**config.mk**
```make
export PLATFORM = sky130hd
export DESIGN_NAME = security_label_target_select_flat
export DESIGN_NICKNAME = d
export VERILOG_FILES = /design/src/slts_pkg.sv /design/src/slts_channels.sv /design/src/security_label_target_select.sv /design/src/slts_relate.sv /design/src/flat_wrapper.sv
export SDC_FILE = /design/constraint.sdc
export NUM_CORES = 1
export LEC_CHECK = 0
export ABC_AREA = 1
export BUFFER_PORTS_ARGS = -buffer_cell sky130_fd_sc_hd__buf_2
export CORE_MARGIN = 2
export CORE_UTILIZATION = 35
export CTS_BUF_LIST = sky130_fd_sc_hd__clkbuf_8
export DETAILED_ROUTE_END_ITERATION = 6
export GPL_TIMING_DRIVEN = 0
export PLACE_DENSITY = 0.56
export SLEW_MARGIN = 20
export SYNTH_ARGS = -nofsm -noshare
export SYNTH_HDL_FRONTEND = slang
export SYNTH_SLANG_ARGS = --single-unit
```
**constraint.sdc**
```tcl
create_clock -name clk -period 7.28 [get_ports clk]
set_clock_uncertainty 0.15 [all_clocks]
set_input_delay 0.728 -clock clk [delete_from_list [all_inputs] [get_ports clk]]
set_output_delay 0.728 -clock clk [all_outputs]
set_load 0.05 [all_outputs]
```
**src/slts_pkg.sv**
```systemverilog
// Types and constants of the security label target select block.
package slts_pkg;

	localparam int LABEL_W   = 32;
	localparam int INDEX_W   = 4;
	localparam int DIMS_W    = 4;

	localparam int DEF_MAX_DIMS    = 8;
	localparam int DEF_CODE_BITS   = 4;
	localparam int DEF_TABLE_DEPTH = 16;

	localparam logic [DIMS_W-1:0] DIMS_RESET = 4'd8;

	localparam int CODE_BOTTOM = 0;
	localparam int CODE_TOP    = 1;

	typedef enum logic [1:0] {
		OP_STORE = 2'd0,
		OP_CLEAR = 2'd1,
		OP_CMP   = 2'd2,
		OP_FIND  = 2'd3
	} op_t;

	typedef enum logic [1:0] {
		REL_EQUAL = 2'd0,
		REL_BELOW = 2'd1,
		REL_ABOVE = 2'd2,
		REL_NONE  = 2'd3
	} rel_t;

	typedef enum logic [2:0] {
		S_IDLE,
		S_CMP,
		S_SCAN,
		S_BEST,
		S_EMIT
	} state_t;

endpackage

```
**src/slts_channels.sv**
```systemverilog
// Handshake channel interfaces: request, response and configuration.
interface slts_req_if;
	import slts_pkg::*;
	logic                 valid;
	logic                 ready;
	op_t                  opcode;
	logic [INDEX_W-1:0]   index;
	logic [LABEL_W-1:0]   label_a;
	logic [LABEL_W-1:0]   label_b;
	modport source (output valid, opcode, index, label_a, label_b, input ready);
	modport sink   (input valid, opcode, index, label_a, label_b, output ready);
endinterface

interface slts_rsp_if;
	import slts_pkg::*;
	logic                 valid;
	logic                 ready;
	rel_t                 relation;
	logic                 found;
	logic [INDEX_W-1:0]   entry_index;
	modport source (output valid, relation, found, entry_index, input ready);
	modport sink   (input valid, relation, found, entry_index, output ready);
endinterface

interface slts_cfg_if;
	import slts_pkg::*;
	logic                 valid;
	logic                 ready;
	logic [DIMS_W-1:0]    active_dims;
	modport source (output valid, active_dims, input ready);
	modport sink   (input valid, active_dims, output ready);
endinterface

```
**src/security_label_target_select.sv**
```systemverilog
// Top level: label table, find sequencer and output register around one shared comparator.
// Store and clear go from the accepting state to the emit state; compare passes S_CMP first.
// Find scans every table entry in turn, adding a best state for each qualifying entry after
// the first, as the single comparator must then also relate the kept best to that entry.
// A new item is taken once the previous result sits in the output register.
// Reset clears the valid bits, the sequencer and the output; active_dims returns to 8.
module security_label_target_select #(
	parameter int MAX_DIMS    = slts_pkg::DEF_MAX_DIMS,
	parameter int CODE_BITS   = slts_pkg::DEF_CODE_BITS,
	parameter int TABLE_DEPTH = slts_pkg::DEF_TABLE_DEPTH
) (
	input logic        clk,
	input logic        arst_n,
	slts_req_if.sink   req,
	slts_rsp_if.source rsp,
	slts_cfg_if.sink   cfg
);
	import slts_pkg::*;

	localparam int IDX_W = $clog2(TABLE_DEPTH);
	localparam logic [IDX_W-1:0] LAST_IDX = IDX_W'(TABLE_DEPTH - 1);

	state_t               state_q;
	state_t               state_d;
	logic [IDX_W-1:0]     cnt_q;
	logic [IDX_W-1:0]     cnt_d;
	logic [TABLE_DEPTH-1:0] valid_q;
	logic [DIMS_W-1:0]    active_dims_q;
	logic [LABEL_W-1:0]   label_mem [TABLE_DEPTH];
	logic [LABEL_W-1:0]   rd_data_q;
	logic [LABEL_W-1:0]   op_a_q;
	logic [LABEL_W-1:0]   op_b_q;
	logic [LABEL_W-1:0]   best_q;
	rel_t                 rel_q;
	logic                 found_q;
	logic [IDX_W-1:0]     hit_q;
	logic                 out_valid_q;
	rel_t                 out_rel_q;
	logic                 out_found_q;
	logic [INDEX_W-1:0]   out_index_q;

	logic                 accept;
	logic                 store_ok;
	logic [IDX_W-1:0]     wr_addr;
	logic [LABEL_W-1:0]   unit_a;
	logic [LABEL_W-1:0]   unit_b;
	rel_t                 unit_rel;
	logic                 take;
	logic                 load_out;

	assign req.ready = (state_q == S_IDLE);
	assign accept    = req.valid && req.ready;
	assign store_ok  = (32'(req.index) < TABLE_DEPTH);
	assign wr_addr   = IDX_W'(req.index);
	assign cfg.ready = 1'b1;

	assign rsp.valid       = out_valid_q;
	assign rsp.relation    = out_rel_q;
	assign rsp.found       = out_found_q;
	assign rsp.entry_index = out_index_q;

	// The comparator relates the two request labels in S_CMP and query against entry while
	// scanning, and the kept best against the same entry in the cycle after any later qualifying hit.
	assign unit_a = (state_q == S_BEST) ? best_q : op_a_q;
	assign unit_b = (state_q == S_CMP) ? op_b_q : rd_data_q;

	slts_relate #(
		.MAX_DIMS  (MAX_DIMS),
		.CODE_BITS (CODE_BITS)
	) u_relate (
		.a    (unit_a),
		.b    (unit_b),
		.dims (active_dims_q),
		.rel  (unit_rel)
	);

	always_comb begin
		logic cand;
		logic advance;
		state_d  = state_q;
		cnt_d    = cnt_q;
		take     = 1'b0;
		load_out = 1'b0;
		advance  = 1'b0;
		cand     = valid_q[cnt_q] && (unit_rel == REL_EQUAL || unit_rel == REL_BELOW);
		unique case (state_q)
			S_IDLE: begin
				if (accept) begin
					unique case (req.opcode)
						OP_STORE, OP_CLEAR: state_d = S_EMIT;
						OP_CMP:             state_d = S_CMP;
						OP_FIND: begin
							state_d = S_SCAN;
							cnt_d   = '0;
						end
						default:            state_d = S_EMIT;
					endcase
				end
			end
			S_CMP: state_d = S_EMIT;
			S_SCAN: begin
				if (cand && found_q) begin
					state_d = S_BEST;
				end else begin
					take    = cand;
					advance = 1'b1;
				end
			end
			S_BEST: begin
				take    = (unit_rel == REL_ABOVE);
				advance = 1'b1;
			end
			S_EMIT: begin
				if (!out_valid_q || rsp.ready) begin
					load_out = 1'b1;
					state_d  = S_IDLE;
				end
			end
			default: state_d = S_IDLE;
		endcase
		if (advance) begin
			if (cnt_q == LAST_IDX) begin
				state_d = S_EMIT;
			end else begin
				cnt_d   = cnt_q + 1'b1;
				state_d = S_SCAN;
			end
		end
	end

	always_ff @(posedge clk or negedge arst_n) begin
		if (!arst_n) begin
			state_q       <= S_IDLE;
			cnt_q         <= '0;
			valid_q       <= '0;
			active_dims_q <= DIMS_RESET;
			out_valid_q   <= 1'b0;
		end else begin
			state_q <= state_d;
			cnt_q   <= cnt_d;
			if (cfg.valid && cfg.ready) begin
				active_dims_q <= cfg.active_dims;
			end
			if (accept && req.opcode == OP_STORE && store_ok) begin
				valid_q[wr_addr] <= 1'b1;
			end else if (accept && req.opcode == OP_CLEAR) begin
				valid_q <= '0;
			end
			if (load_out) begin
				out_valid_q <= 1'b1;
			end else if (rsp.ready) begin
				out_valid_q <= 1'b0;
			end
		end
	end

	// Table storage: one write port at accept, one registered read port for the scan.
	always_ff @(posedge clk) begin
		if (accept && req.opcode == OP_STORE && store_ok) begin
			label_mem[wr_addr] <= req.label_a;
		end
		rd_data_q <= label_mem[cnt_d];
	end

	always_ff @(posedge clk) begin
		if (accept) begin
			op_a_q  <= req.label_a;
			op_b_q  <= req.label_b;
			rel_q   <= REL_EQUAL;
			found_q <= 1'b0;
			hit_q   <= '0;
		end else begin
			if (state_q == S_CMP) begin
				rel_q <= unit_rel;
			end
			if (take) begin
				best_q  <= rd_data_q;
				hit_q   <= cnt_q;
				found_q <= 1'b1;
			end
		end
		if (load_out) begin
			out_rel_q   <= rel_q;
			out_found_q <= found_q;
			out_index_q <= INDEX_W'(hit_q);
		end
	end

endmodule

```
**src/slts_relate.sv**
```systemverilog
// Shared label comparator: relates two packed labels over the active components.
module slts_relate #(
	parameter int MAX_DIMS  = slts_pkg::DEF_MAX_DIMS,
	parameter int CODE_BITS = slts_pkg::DEF_CODE_BITS
) (
	input  logic [slts_pkg::LABEL_W-1:0] a,
	input  logic [slts_pkg::LABEL_W-1:0] b,
	input  logic [slts_pkg::DIMS_W-1:0]  dims,
	output slts_pkg::rel_t               rel
);
	import slts_pkg::*;

	localparam int EXT_W  = MAX_DIMS * CODE_BITS + LABEL_W;
	localparam int DCNT_W = DIMS_W + 1;

	logic [EXT_W-1:0]     a_ext;
	logic [EXT_W-1:0]     b_ext;
	logic [DCNT_W-1:0]    dims_eff;
	logic                 any_below;
	logic                 any_above;
	logic                 any_none;

	// Components past the top of the label read as bottom through zero extension.
	assign a_ext = EXT_W'(a);
	assign b_ext = EXT_W'(b);

	assign dims_eff = ({1'b0, dims} > DCNT_W'(MAX_DIMS)) ? DCNT_W'(MAX_DIMS) : {1'b0, dims};

	always_comb begin
		logic [CODE_BITS-1:0] x;
		logic [CODE_BITS-1:0] y;
		any_below = 1'b0;
		any_above = 1'b0;
		any_none  = 1'b0;
		for (int i = 0; i < MAX_DIMS; i++) begin
			x = a_ext[i*CODE_BITS +: CODE_BITS];
			y = b_ext[i*CODE_BITS +: CODE_BITS];
			if (DCNT_W'(i) < dims_eff && x != y) begin
				if (x == CODE_BITS'(CODE_BOTTOM) || y == CODE_BITS'(CODE_TOP)) begin
					any_below = 1'b1;
				end else if (x == CODE_BITS'(CODE_TOP) || y == CODE_BITS'(CODE_BOTTOM)) begin
					any_above = 1'b1;
				end else begin
					any_none = 1'b1;
				end
			end
		end
	end

	always_comb begin
		priority if (dims_eff == '0 || any_none || (any_below && any_above)) begin
			rel = REL_NONE;
		end else if (any_below) begin
			rel = REL_BELOW;
		end else if (any_above) begin
			rel = REL_ABOVE;
		end else begin
			rel = REL_EQUAL;
		end
	end

endmodule

```
**src/flat_wrapper.sv**
```systemverilog
// flat-port wrapper written by rule: the top's interface ports become plain ports
module security_label_target_select_flat import slts_pkg::*;
#(
	parameter int MAX_DIMS    = slts_pkg::DEF_MAX_DIMS,
	parameter int CODE_BITS   = slts_pkg::DEF_CODE_BITS,
	parameter int TABLE_DEPTH = slts_pkg::DEF_TABLE_DEPTH
)
  (clk, arst_n, req_valid, req_opcode, req_index, req_label_a, req_label_b, req_ready, rsp_valid, rsp_relation, rsp_found, rsp_entry_index, rsp_ready, cfg_valid, cfg_active_dims, cfg_ready);
  slts_req_if req_i ();
  slts_rsp_if rsp_i ();
  slts_cfg_if cfg_i ();
  input logic clk;
  input logic arst_n;
  input wire logic [$bits(req_i.valid)-1:0] req_valid;
  input wire logic [$bits(req_i.opcode)-1:0] req_opcode;
  input wire logic [$bits(req_i.index)-1:0] req_index;
  input wire logic [$bits(req_i.label_a)-1:0] req_label_a;
  input wire logic [$bits(req_i.label_b)-1:0] req_label_b;
  output wire logic [$bits(req_i.ready)-1:0] req_ready;
  output wire logic [$bits(rsp_i.valid)-1:0] rsp_valid;
  output wire logic [$bits(rsp_i.relation)-1:0] rsp_relation;
  output wire logic [$bits(rsp_i.found)-1:0] rsp_found;
  output wire logic [$bits(rsp_i.entry_index)-1:0] rsp_entry_index;
  input wire logic [$bits(rsp_i.ready)-1:0] rsp_ready;
  input wire logic [$bits(cfg_i.valid)-1:0] cfg_valid;
  input wire logic [$bits(cfg_i.active_dims)-1:0] cfg_active_dims;
  output wire logic [$bits(cfg_i.ready)-1:0] cfg_ready;
  assign req_i.valid = req_valid;
  assign req_i.opcode = req_opcode;
  assign req_i.index = req_index;
  assign req_i.label_a = req_label_a;
  assign req_i.label_b = req_label_b;
  assign req_ready = req_i.ready;
  assign rsp_valid = rsp_i.valid;
  assign rsp_relation = rsp_i.relation;
  assign rsp_found = rsp_i.found;
  assign rsp_entry_index = rsp_i.entry_index;
  assign rsp_i.ready = rsp_ready;
  assign cfg_i.valid = cfg_valid;
  assign cfg_i.active_dims = cfg_active_dims;
  assign cfg_ready = cfg_i.ready;
  security_label_target_select #(.MAX_DIMS(MAX_DIMS), .CODE_BITS(CODE_BITS), .TABLE_DEPTH(TABLE_DEPTH)) u_core (.clk(clk), .arst_n(arst_n), .req(req_i), .rsp(rsp_i), .cfg(cfg_i));
endmodule
```
==> Implementation_results.wiki, run 1 <==
{| class="wikitable"
! Metric !! Value
|-
| Hold_buf cts || 29
|-
| Leading cell type in the layout, fill and taps excluded || sky130_fd_sc_hd__nand2_1
|-
| Layout cell share with drive strength beyond 1 || about an eighth
|-
| Area of combinational cells with multiple inputs || 0.008285 mm^2
|-
| Vertical die dimension || 301.2 um
|-
| Root cell of the clock tree || sky130_fd_sc_hd__clkbuf_8
|-
| Period utilization || 71.88%
|-
| Post-detailed-placement half-perimeter wirelength || a little under 70,000 um
|-
| Clock tree from TritonCTS || yes
|-
| FILL cells || between 8,000 and 9,000
|-
| Vias/cell || 4.886
|-
| Combined area of all synthesized cells || 0.03091 mm^2
|-
| Total global routing track utilization || between 20% and 30%
|-
| Number of DRC markers after the initial detailed-route iteration || 2,230
|-
| Count of vias placed by the detailed router || 22,677
|-
| Worst Setup Path Type || flop to flop
|-
| Crit path arrival time || approximately 5.7 ns
|-
| Routed Wire Length || 97,970 um
|-
| PostCTS Resize Cnt || 0
|-
| Highest net fanout along the worst path || 10
|-
| Category of the worst setup path capture point || flop
|-
| DRC viols || 0
|-
| Data required time at the worst endpoint || approximately 7.7 ns
|-
| Core footprint || approximately 0.087 mm^2
|-
| Worst-case clock buffer depth || 3
|-
| Count of boundary I/O pins || 89
|-
| Worst supply voltage drop on vdd || 0.0002004 V
|-
| Starting utilization of the core area || 35.46%
|-
| Class of the most critical hold timing path || input port to flop
|-
| Share of flip-flops with an asynchronous set or reset || 4.106%
|-
| Total number of placement rows || 108
|-
| Remaining antenna violation count || 0
|-
| Run status || complete, no violations
|-
| Final number of max-transition violations || 0
|-
| Transition time of the tightest slew-check pin || roughly 1.1 ns
|-
| Category of the worst setup path launch point || flop
|-
| Area of all placed cells without fillers || ~0.036 mm^2
|-
| Worst path setup slack after routing || between 2 and 2.5 ns
|-
| Synth warn || 0
|-
| Wire length of the first global-routing pass || approximately 140,000 um
|-
| Seq/Total Area, Yosys || 64.55%
|-
| Post-place instance area || roughly 0.033 mm^2
|-
| Number of nets in the final layout || around 3,500
|-
| Largest net degree at the start of global routing || 30
|-
| CP Cell Sequence || inv_2, nand3_2, clkbuf_1, o21ai_0, nand3_1, nand2_1, nor2_1, nand2_1, nand3b_1, nand2_1, nor2_1, nand2_1, nor2_2, nand3_2, nand2_2, o21ai_1, inv_1, buf_2, buf_1, nand3_1, nand3_1, nand2_1
|-
| Residual overflow from global routing || 0
|-
| Vias in the first global route || approximately 22,000
|-
| Detailed-routing iteration count for the pre-antenna-repair pass || 7
|-
| H-tree lvl count || 3
|-
| Hold Vio Cnt, Final || 0
|-
| Largest stage delay on the critical path || 0.89 ns
|-
| Average footprint of a synthesized cell || 9.881 um^2
|-
| Average detailed-routed wire length per instance || approximately 21 um
|-
| Overall die width || between 300 and 400 um
|-
| RSZ-0062 raised after global routing || no
|-
| Reg clk slew, reported paths || roughly 0.060 ns
|-
| Total Die Area || ~0.091 mm^2
|-
| Post-CTS Repair Setup Buffers || 0
|-
| Count of distinct cell types in the synthesized netlist || 35
|-
| Layout overhead on the synthesized area || 16.45%
|-
| Max-Slew Margin vs Limit || a little under a quarter
|-
| Final setup vio count || 0
|-
| Prevailing post-synth register cell || sky130_fd_sc_hd__edfxtp_1
|-
| Register area || roughly 0.02 mm^2
|-
| Synth Net Count || between 3,000 and 4,000
|-
| Clock latency on the worst-skew pair || about 0.78 ns
|-
| Clock period minus final worst setup slack || between 5 and 6 ns
|-
| Gpl congestion || just over 0.9
|-
| Worst slack, placed || about 2.2 ns
|-
| Cell repeated most along the worst path || sky130_fd_sc_hd__nand2_1
|-
| Slowest cell on the critical path || sky130_fd_sc_hd__buf_1
|-
| # Max-Cap Violations || 0
|-
| Count of clock tree sinks || about 680
|-
| Total leakage power || 0.01544 uW
|-
| Areal power density over the cells || around 420 mW/mm^2
|-
| Count of flip-flops with a built-in enable after synthesis || slightly above 600
|-
| Initial antenna violation count || 6
|-
| Commonest cells after routing, fill and taps aside || sky130_fd_sc_hd__nand2_1 (731), sky130_fd_sc_hd__nand3_1 (637), sky130_fd_sc_hd__edfxtp_1 (615)
|-
| Flop and latch count out of synthesis || 682
|-
| Highest achievable clock rate || ~190 MHz
|-
| Post-synthesis instance total || 3,128
|-
| Clock buffer count from CTS || 116
|-
| Count of input and output buffers || 86
|}
metal layers:
metal | global-route usage [%] | routed length [um] | vias up
met5 | 0 | 26 | -
met4 | 8.659 | 3861 | 4
met3 | 3.804 | 6875 | 220
met2 | 34.85 | 45540 | 863
met1 | 28.39 | 41670 | 10709
li1 | - | - | 10881
cell type report:
type	instances	area share, %
Multi-Input combinational cell	1744	23.02
Sequential cell	682	55.43
Timing Repair Buffer	140	3.567
Antenna cell	1	0.006952
Tap cell	1155	4.015
Clock inverter	88	1.244
Buffer	167	2.207
Inverter	535	5.579
Clock buffer	129	4.933
critical path: cells and delay by family, from the launching register on:
family                 cells  cell delay, ns
AOI/OAI and AO/OA          2            0.41
buffers and inverters      5            2.08
DFF                        1            0.45
and+or+nand+nor           15            2.00
metrics by stage:
stage / TNS (ns) / total power, uW / instances / util, % / hold slack, ns
finish: 0 / 15040 / 4641 / 41.30 / 0.04156
global route: 0 / 15860 / 4641 / 41.30 / 0.006619
CTS: 0 / 15020 / 4640 / 41.29 / 0.001951
detailed placement: 0 / 11690 / 4394 / 38.41 / 0.2617
global placement: -61.68 / 11640 / 4369 / 37.61 / 0.2623
floorplan: 0 / 8952 / 3128 / - / 0.2530
logic make-up (layout without fill, tap and decap cells):
| kind of cell | count (synthesis) | count (layout) | synth area share [%] |
|---|---|---|---|
| simple gates | 1650 | 1650 | 24.66 |
| other cells | 1 | 2 | 0.01213 |
| buf+inv | 702 | 1059 | 9.068 |
| mux | 1 | 1 | 0.03643 |
| compound gates | 91 | 91 | 1.640 |
| fa+ha+maj | 1 | 1 | 0.04047 |
| flops | 682 | 682 | 64.55 |
synth_stat cells (all sizes together), types with 2 or more instances:
cell | instances | area [um^2]
a21oi | 23 | 115.1
a221oi | 2 | 17.52
a2bb2oi | 7 | 61.31
buf | 115 | 599.3
clkbuf | 52 | 195.2
dfrtp | 27 | 675.7
dfxtp | 39 | 780.8
edfxtp | 615 | 18470
inv | 535 | 2008
nand2 | 735 | 2766
nand3 | 641 | 3228
nand3b | 148 | 1111
nand4 | 9 | 56.30
nor2 | 109 | 414.2
nor3 | 4 | 20.02
nor4 | 2 | 12.51
o2111ai | 2 | 17.52
o21ai | 52 | 260.3
o22ai | 2 | 12.51
sequential cells by signal, summed over array words and instances, names as in the netlist:
register and count:
u_core.best_q 32, u_core.found_q 1, u_core.op_a_q 32, u_core.rd_data_q 32
u_core.rsp.valid 1, u_core.cnt_q 4, u_core.rsp.found 1, u_core.label_mem 512
u_core.op_b_q 32, u_core.active_dims_q 4, u_core.state_q 3, u_core.rsp.entry_index 4
u_core.hit_q 4, u_core.valid_q 16, u_core.rel_q 2, u_core.rsp.relation 2
power by group:
group | internal (uW) | total [uW] | switching [uW]
registers | 4610 | 4810 | 198
clock network | 1670 | 3300 | 1620
logic | 1850 | 6930 | 5090
total | 8140 | 15000 | 6910
worst paths after layout:
kind                                   start                         to  slack [ns]  cells past startpoint
min reg2reg                  u_core.hit_q[2]  u_core.rsp.entry_index[2]        0.27                      0
max                        u_core.state_q[2]       u_core.rd_data_q[27]        2.05                     22
max reg2reg                u_core.state_q[2]       u_core.rd_data_q[27]        2.05                     22
max in group asynchronous             arst_n    u_core.active_dims_q[2]        6.10                      2
min in group asynchronous             arst_n          u_core.valid_q[5]        0.42                      2
min                          req_label_b[28]          u_core.op_b_q[28]        0.04                      1
No activity file was read; power rests on OpenSTA's default activity.
==> inputs of run 2 (changes only) <==
--- a/config.mk
+++ b/config.mk
@@ -5,7 +5,7 @@
 export SDC_FILE = /design/constraint.sdc
 export NUM_CORES = 1
 export LEC_CHECK = 0
-export ABC_AREA = 1
+export ABC_AREA = 0
 export BUFFER_PORTS_ARGS = -buffer_cell sky130_fd_sc_hd__buf_2
 export CORE_MARGIN = 2
 export CORE_UTILIZATION = 35
==> constraint.sdc (replaced) <==
create_clock -name clk -period 5.4 [get_ports clk]
set_clock_uncertainty 0.15 [all_clocks]
set_input_delay 0.54 -clock clk [delete_from_list [all_inputs] [get_ports clk]]
set_output_delay 0.54 -clock clk [all_outputs]
set_load 0.05 [all_outputs]
==> run 2 against run 1 <==
Effect of this change:
- total power increased by 13%
- core utilization increased by 1.0 points
- fmax fell by 1.9%
- sequential share of layout area rose by 5.3 points
- via count decreased by 21%
- global-route usage fell by 0.96 points
- clock-buffer cell count fell by 6
- area after synthesis fell by 11%
- synthesized cell count down 43%
- cell count fell by 31%
- flip-flop and latch count stayed put
- largest power group is now registers
- highest routed layer unchanged
- non-clock buffer count fell by 5
==> Implementation_results.wiki, run 2 <==
{| class="wikitable"
! Metric !! Value
|-
| Transition time of the tightest slew-check pin || 0.7657 ns (was 1.145 ns)
|-
| Post-synthesis instance total || 1,793 (was 3,128)
|-
| Detailed-routing iteration count for the pre-antenna-repair pass || 6 (was 7)
|-
| Count of clock tree sinks || 682 (unchanged)
|-
| Worst path setup slack after routing || 0.06598 ns (was 2.047 ns)
|-
| Worst supply voltage drop on vdd || 0.0003621 V (was 0.0002004 V)
|-
| Combined area of all synthesized cells || 0.02747 mm^2 (was 0.03091 mm^2)
|-
| Area fraction of the dominant cell type after synthesis || 67.24% (was 59.75%)
|-
| Vertical die dimension || 284.1 um (was 301.2 um)
|-
| Layout cell share with drive strength beyond 1 || 20.77% (was 11.82%)
|-
| Largest stage delay on the critical path || 0.49 ns (was 0.89 ns)
|-
| Highest achievable clock rate || 187.5 MHz (was 191.1 MHz)
|-
| Areal power density over the cells || 516.1 mW/mm^2 (was 418.0 mW/mm^2)
|-
| Total leakage power || 0.01134 uW (was 0.01544 uW)
|-
| Wire length of the first global-routing pass || 120,900 um (was 142,300 um)
|-
| Library cell with the largest summed area after synthesis || sky130_fd_sc_hd__edfxtp_1 (unchanged)
|-
| Category of the worst setup path launch point || flop (unchanged)
|-
| Number of nets in the final layout || 2,163 (was 3,466)
|-
| Total Die Area || 0.08073 mm^2 (was 0.09070 mm^2)
|-
| Vias in the first global route || 17,775 (was 21,993)
|-
| Class of the most critical hold timing path || input port to flop (unchanged)
|-
| Count of distinct cell types in the synthesized netlist || 69 (was 35)
|-
| DRC viols || 0 (unchanged)
|-
| Cells after DPL || 2,960 (was 4,394)
|-
| Worst Setup Path Type || flop to flop (unchanged)
|-
| Prevailing post-synth register cell || sky130_fd_sc_hd__edfxtp_1 (unchanged)
|-
| Crit path arrival time || 5.80 ns (was 5.68 ns)
|-
| # Max-Cap Violations || 0 (unchanged)
|-
| Vias/cell || 5.542 (was 4.886)
|-
| Top reg by flops || u_core.label_mem (unchanged)
|-
| Area of all placed cells without fillers || 0.03285 mm^2 (was 0.03599 mm^2)
|-
| H-tree lvl count || 3 (unchanged)
|-
| Highest net fanout along the worst path || 10 (unchanged)
|-
| FILL cells || 7,083 (was 8,457)
|-
| Seq/Total Area, Yosys || 72.64% (was 64.55%)
|-
| Post-route non-filler standard cell count || 3,218 (was 4,641)
|-
| Category of the worst setup path capture point || flop (unchanged)
|-
| Post-place instance area || 0.02994 mm^2 (was 0.03348 mm^2)
|-
| Post-detailed-placement half-perimeter wirelength || 58,480 um (was 68,820 um)
|-
| Routed Wire Length || 84,390 um (was 97,970 um)
|-
| Count of flip-flops with a built-in enable after synthesis || 615 (unchanged)
|-
| Run status || complete, no violations (unchanged)
|-
| Core footprint || 0.07759 mm^2 (was 0.08716 mm^2)
|-
| Leading cell type in the layout, fill and taps excluded || sky130_fd_sc_hd__edfxtp_1 (was sky130_fd_sc_hd__nand2_1)
|-
| Clock period minus final worst setup slack || 5.334 ns (was 5.233 ns)
|-
| Root cell of the clock tree || sky130_fd_sc_hd__clkbuf_8 (unchanged)
|-
| Remaining antenna violation count || 0 (unchanged)
|-
| Starting utilization of the core area || 35.40% (was 35.46%)
|-
| Hold Vio Cnt, Final || 0 (unchanged)
|-
| Total number of placement rows || 102 (was 108)
|-
| Data required time at the worst endpoint || 5.87 ns (was 7.73 ns)
|-
| Total global routing track utilization || 20.49% (was 21.45%)
|-
| Max reg flops || 512 (unchanged)
|-
| Number of DRC markers after the initial detailed-route iteration || 1,839 (was 2,230)
|-
| Synth warn || 0 (unchanged)
|-
| Gpl congestion || 0.8578 (was 0.9194)
|-
| Final number of max-transition violations || 0 (unchanged)
|-
| Clock tree from TritonCTS || yes (unchanged)
|-
| Average detailed-routed wire length per instance || 26.22 um (was 21.11 um)
|-
| Flop and latch count out of synthesis || 682 (unchanged)
|-
| Clock buffer count from CTS || 112 (was 116)
|-
| Largest net degree at the start of global routing || 40 (was 30)
|-
| Initial antenna violation count || 9 (was 6)
|-
| Post-layout utilization of the core || 42.33% (was 41.30%)
|-
| Cell repeated most along the worst path || sky130_fd_sc_hd__buf_4 (was sky130_fd_sc_hd__nand2_1)
|-
| Most instantiated library cell after synthesis || sky130_fd_sc_hd__edfxtp_1 (was sky130_fd_sc_hd__nand2_1)
|-
| CP Cell Sequence || or3b_1, buf_4, mux2_1, o21ai_0, o32ai_1, nor4_4, buf_4, nand3_2, o311ai_4, buf_4, nor2_2, mux2i_4, buf_2, buf_2, a221oi_1, a211oi_1, or4_1 (was inv_2, nand3_2, clkbuf_1, o21ai_0, nand3_1, nand2_1, nor2_1, nand2_1, nand3b_1, nand2_1, nor2_1, nand2_1, nor2_2, nand3_2, nand2_2, o21ai_1, inv_1, buf_2, buf_1, nand3_1, nand3_1, nand2_1)
|-
| Synth Net Count || 1,873 (was 3,208)
|-
| Period utilization || 98.78% (was 71.88%)
|-
| Final setup vio count || 0 (unchanged)
|-
| Overall die width || 284.1 um (was 301.2 um)
|-
| Crit path buf inv count || 5 (unchanged)
|-
| Count of input and output buffers || 87 (was 86)
|-
| Most area-consuming cells after synthesis || sky130_fd_sc_hd__edfxtp_1 (67%), sky130_fd_sc_hd__a211oi_1 (4.1%), sky130_fd_sc_hd__mux2i_1 (4.1%) (was sky130_fd_sc_hd__edfxtp_1 (60%), sky130_fd_sc_hd__nand3_1 (10%), sky130_fd_sc_hd__nand2_1 (8.9%))
|-
| Largest delay contributor family on the critical path || buffers and inverters (unchanged)
|-
| Count of vias placed by the detailed router || 17,834 (was 22,677)
|-
| Clock latency on the worst-skew pair || 0.75 ns (was 0.78 ns)
|-
| Sum Neg Setup Slack || 0 ns (unchanged)
|-
| Slowest cell on the critical path || sky130_fd_sc_hd__or3b_1 (was sky130_fd_sc_hd__buf_1)
|-
| Reg clk slew, reported paths || 0.06 ns (about the same)
|-
| Share of flip-flops with an asynchronous set or reset || 4.106% (unchanged)
|-
| Synth top cells by count || sky130_fd_sc_hd__edfxtp_1 (615), sky130_fd_sc_hd__a211oi_1 (151), sky130_fd_sc_hd__nand2_1 (140) (was sky130_fd_sc_hd__nand2_1 (732), sky130_fd_sc_hd__nand3_1 (637), sky130_fd_sc_hd__edfxtp_1 (615))
|-
| Commonest cells after routing, fill and taps aside || sky130_fd_sc_hd__edfxtp_1 (615), sky130_fd_sc_hd__a211oi_1 (144), sky130_fd_sc_hd__nand2_1 (140) (was sky130_fd_sc_hd__nand2_1 (731), sky130_fd_sc_hd__nand3_1 (637), sky130_fd_sc_hd__edfxtp_1 (615))
|-
| Layout overhead on the synthesized area || 19.59% (was 16.45%)
|-
| Residual overflow from global routing || 0 (unchanged)
|-
| Worst slack, placed || -0.9795 ns (was 2.179 ns)
|-
| Worst-case clock buffer depth || 3 (unchanged)
|-
| Average footprint of a synthesized cell || 15.32 um^2 (was 9.881 um^2)
|-
| Count of boundary I/O pins || 89 (unchanged)
|-
| Max-Slew Margin vs Limit || 47.63% (was 23.64%)
|}
## run 2: cell count changes in the layout (fill, tap and decap cells not counted), sizes merged, moves of 46 or more
cell,delta
nand3,-630
o21a,+48
nand3b,-144
nor2,-80
inv,-520
a221oi,+75
a211oi,+151
mux2i,+114
o21ai,-46
nand2,-595
nor2b,+78
## run 2: area by class of cell
type / count / area, um^2 / share of cell area, %
repair buffers: 176 / 1523 / 4.636
diodes: 2 / 5.005 / 0.01524
inverters: 8 / 30.03 / 0.09142
multi-input cells: 977 / 7213 / 21.96
clock inverters: 84 / 434.2 / 1.322
flip-flops and latches: 682 / 19950 / 60.74
clock buffers: 123 / 1693 / 5.154
well taps: 1040 / 1301 / 3.962
plain buffers: 126 / 696.9 / 2.122
## run 2: what timing repair did
item                                   in CTS  in global routing
buffers inserted                            7                  3
endpoints found under the hold margin      65                  0
hold buffers                               39                  0
pin swaps                                   5                  2
setup endpoints to repair                  32                 32
resized for setup                          72                 78
## run 2: path summary, 6_finish.rpt
check | start | to | slack (ns) | depth (start not counted)
worst min-delay path | req_opcode[1] | u_core.state_q[0] | 0.08 | 3
worst max-delay path | u_core.state_q[2] | u_core.rd_data_q[3] | 0.07 | 17
min in group asynchronous | arst_n | u_core.cnt_q[2] | 0.24 | 2
max in group asynchronous | arst_n | u_core.cnt_q[3] | 4.39 | 2
worst max register to register | u_core.state_q[2] | u_core.rd_data_q[3] | 0.07 | 17
worst min register to register | u_core.rel_q[1] | u_core.rsp.relation[1] | 0.29 | 0
## run 2: per-layer routing
| metal | vias up | track usage (%) | wire length, um | share of wire (%) |
|---|---|---|---|---|
| met5 | - | 0 | 12 | 0.014 |
| met4 | 2 | 7.684 | 3120 | 3.7 |
| met3 | 183 | 4.422 | 7774 | 9.2 |
| met2 | 927 | 32.64 | 39030 | 46 |
| met1 | 8970 | 27.50 | 34450 | 41 |
| li1 | 7752 | - | - | - |
## run 2: cells by family after synthesis
| family | synth area share (%) |
|---|---|
| buf+inv | 2.123 |
| mux | 5.002 |
| fa+ha+maj | 0.04555 |
| xor+xnor | 1.052 |
| other cells | 0.01365 |
| compound gates | 11.29 |
| simple gates | 7.835 |
| flops | 72.64 |
## run 2: report_power, final
group | switching (uW) | internal [uW] | leakage (uW) | total, uW
Combinational | 4320 | 1920 | 0.00381 | 6240
Sequential | 235 | 6170 | 0.00625 | 6410
Clock | 2080 | 2230 | 0.00127 | 4300
## run 2: per-stage QoR
step / hold slack, ns / power [uW]
5_1_grt: 0.05897 / 17590
3_3_place_gp: 0.2691 / 12180
4_1_cts: 0.02362 / 16750
6_report: 0.07511 / 16950
3_5_place_dp: 0.2733 / 12270
2_1_floorplan: 0.09441 / 9735
## run 2: tightest hold or removal path, cell delays in order
cell                      delay (ns)
sky130_fd_sc_hd__buf_2          0.12
sky130_fd_sc_hd__a22oi_1        0.16
sky130_fd_sc_hd__nor4_1         0.06
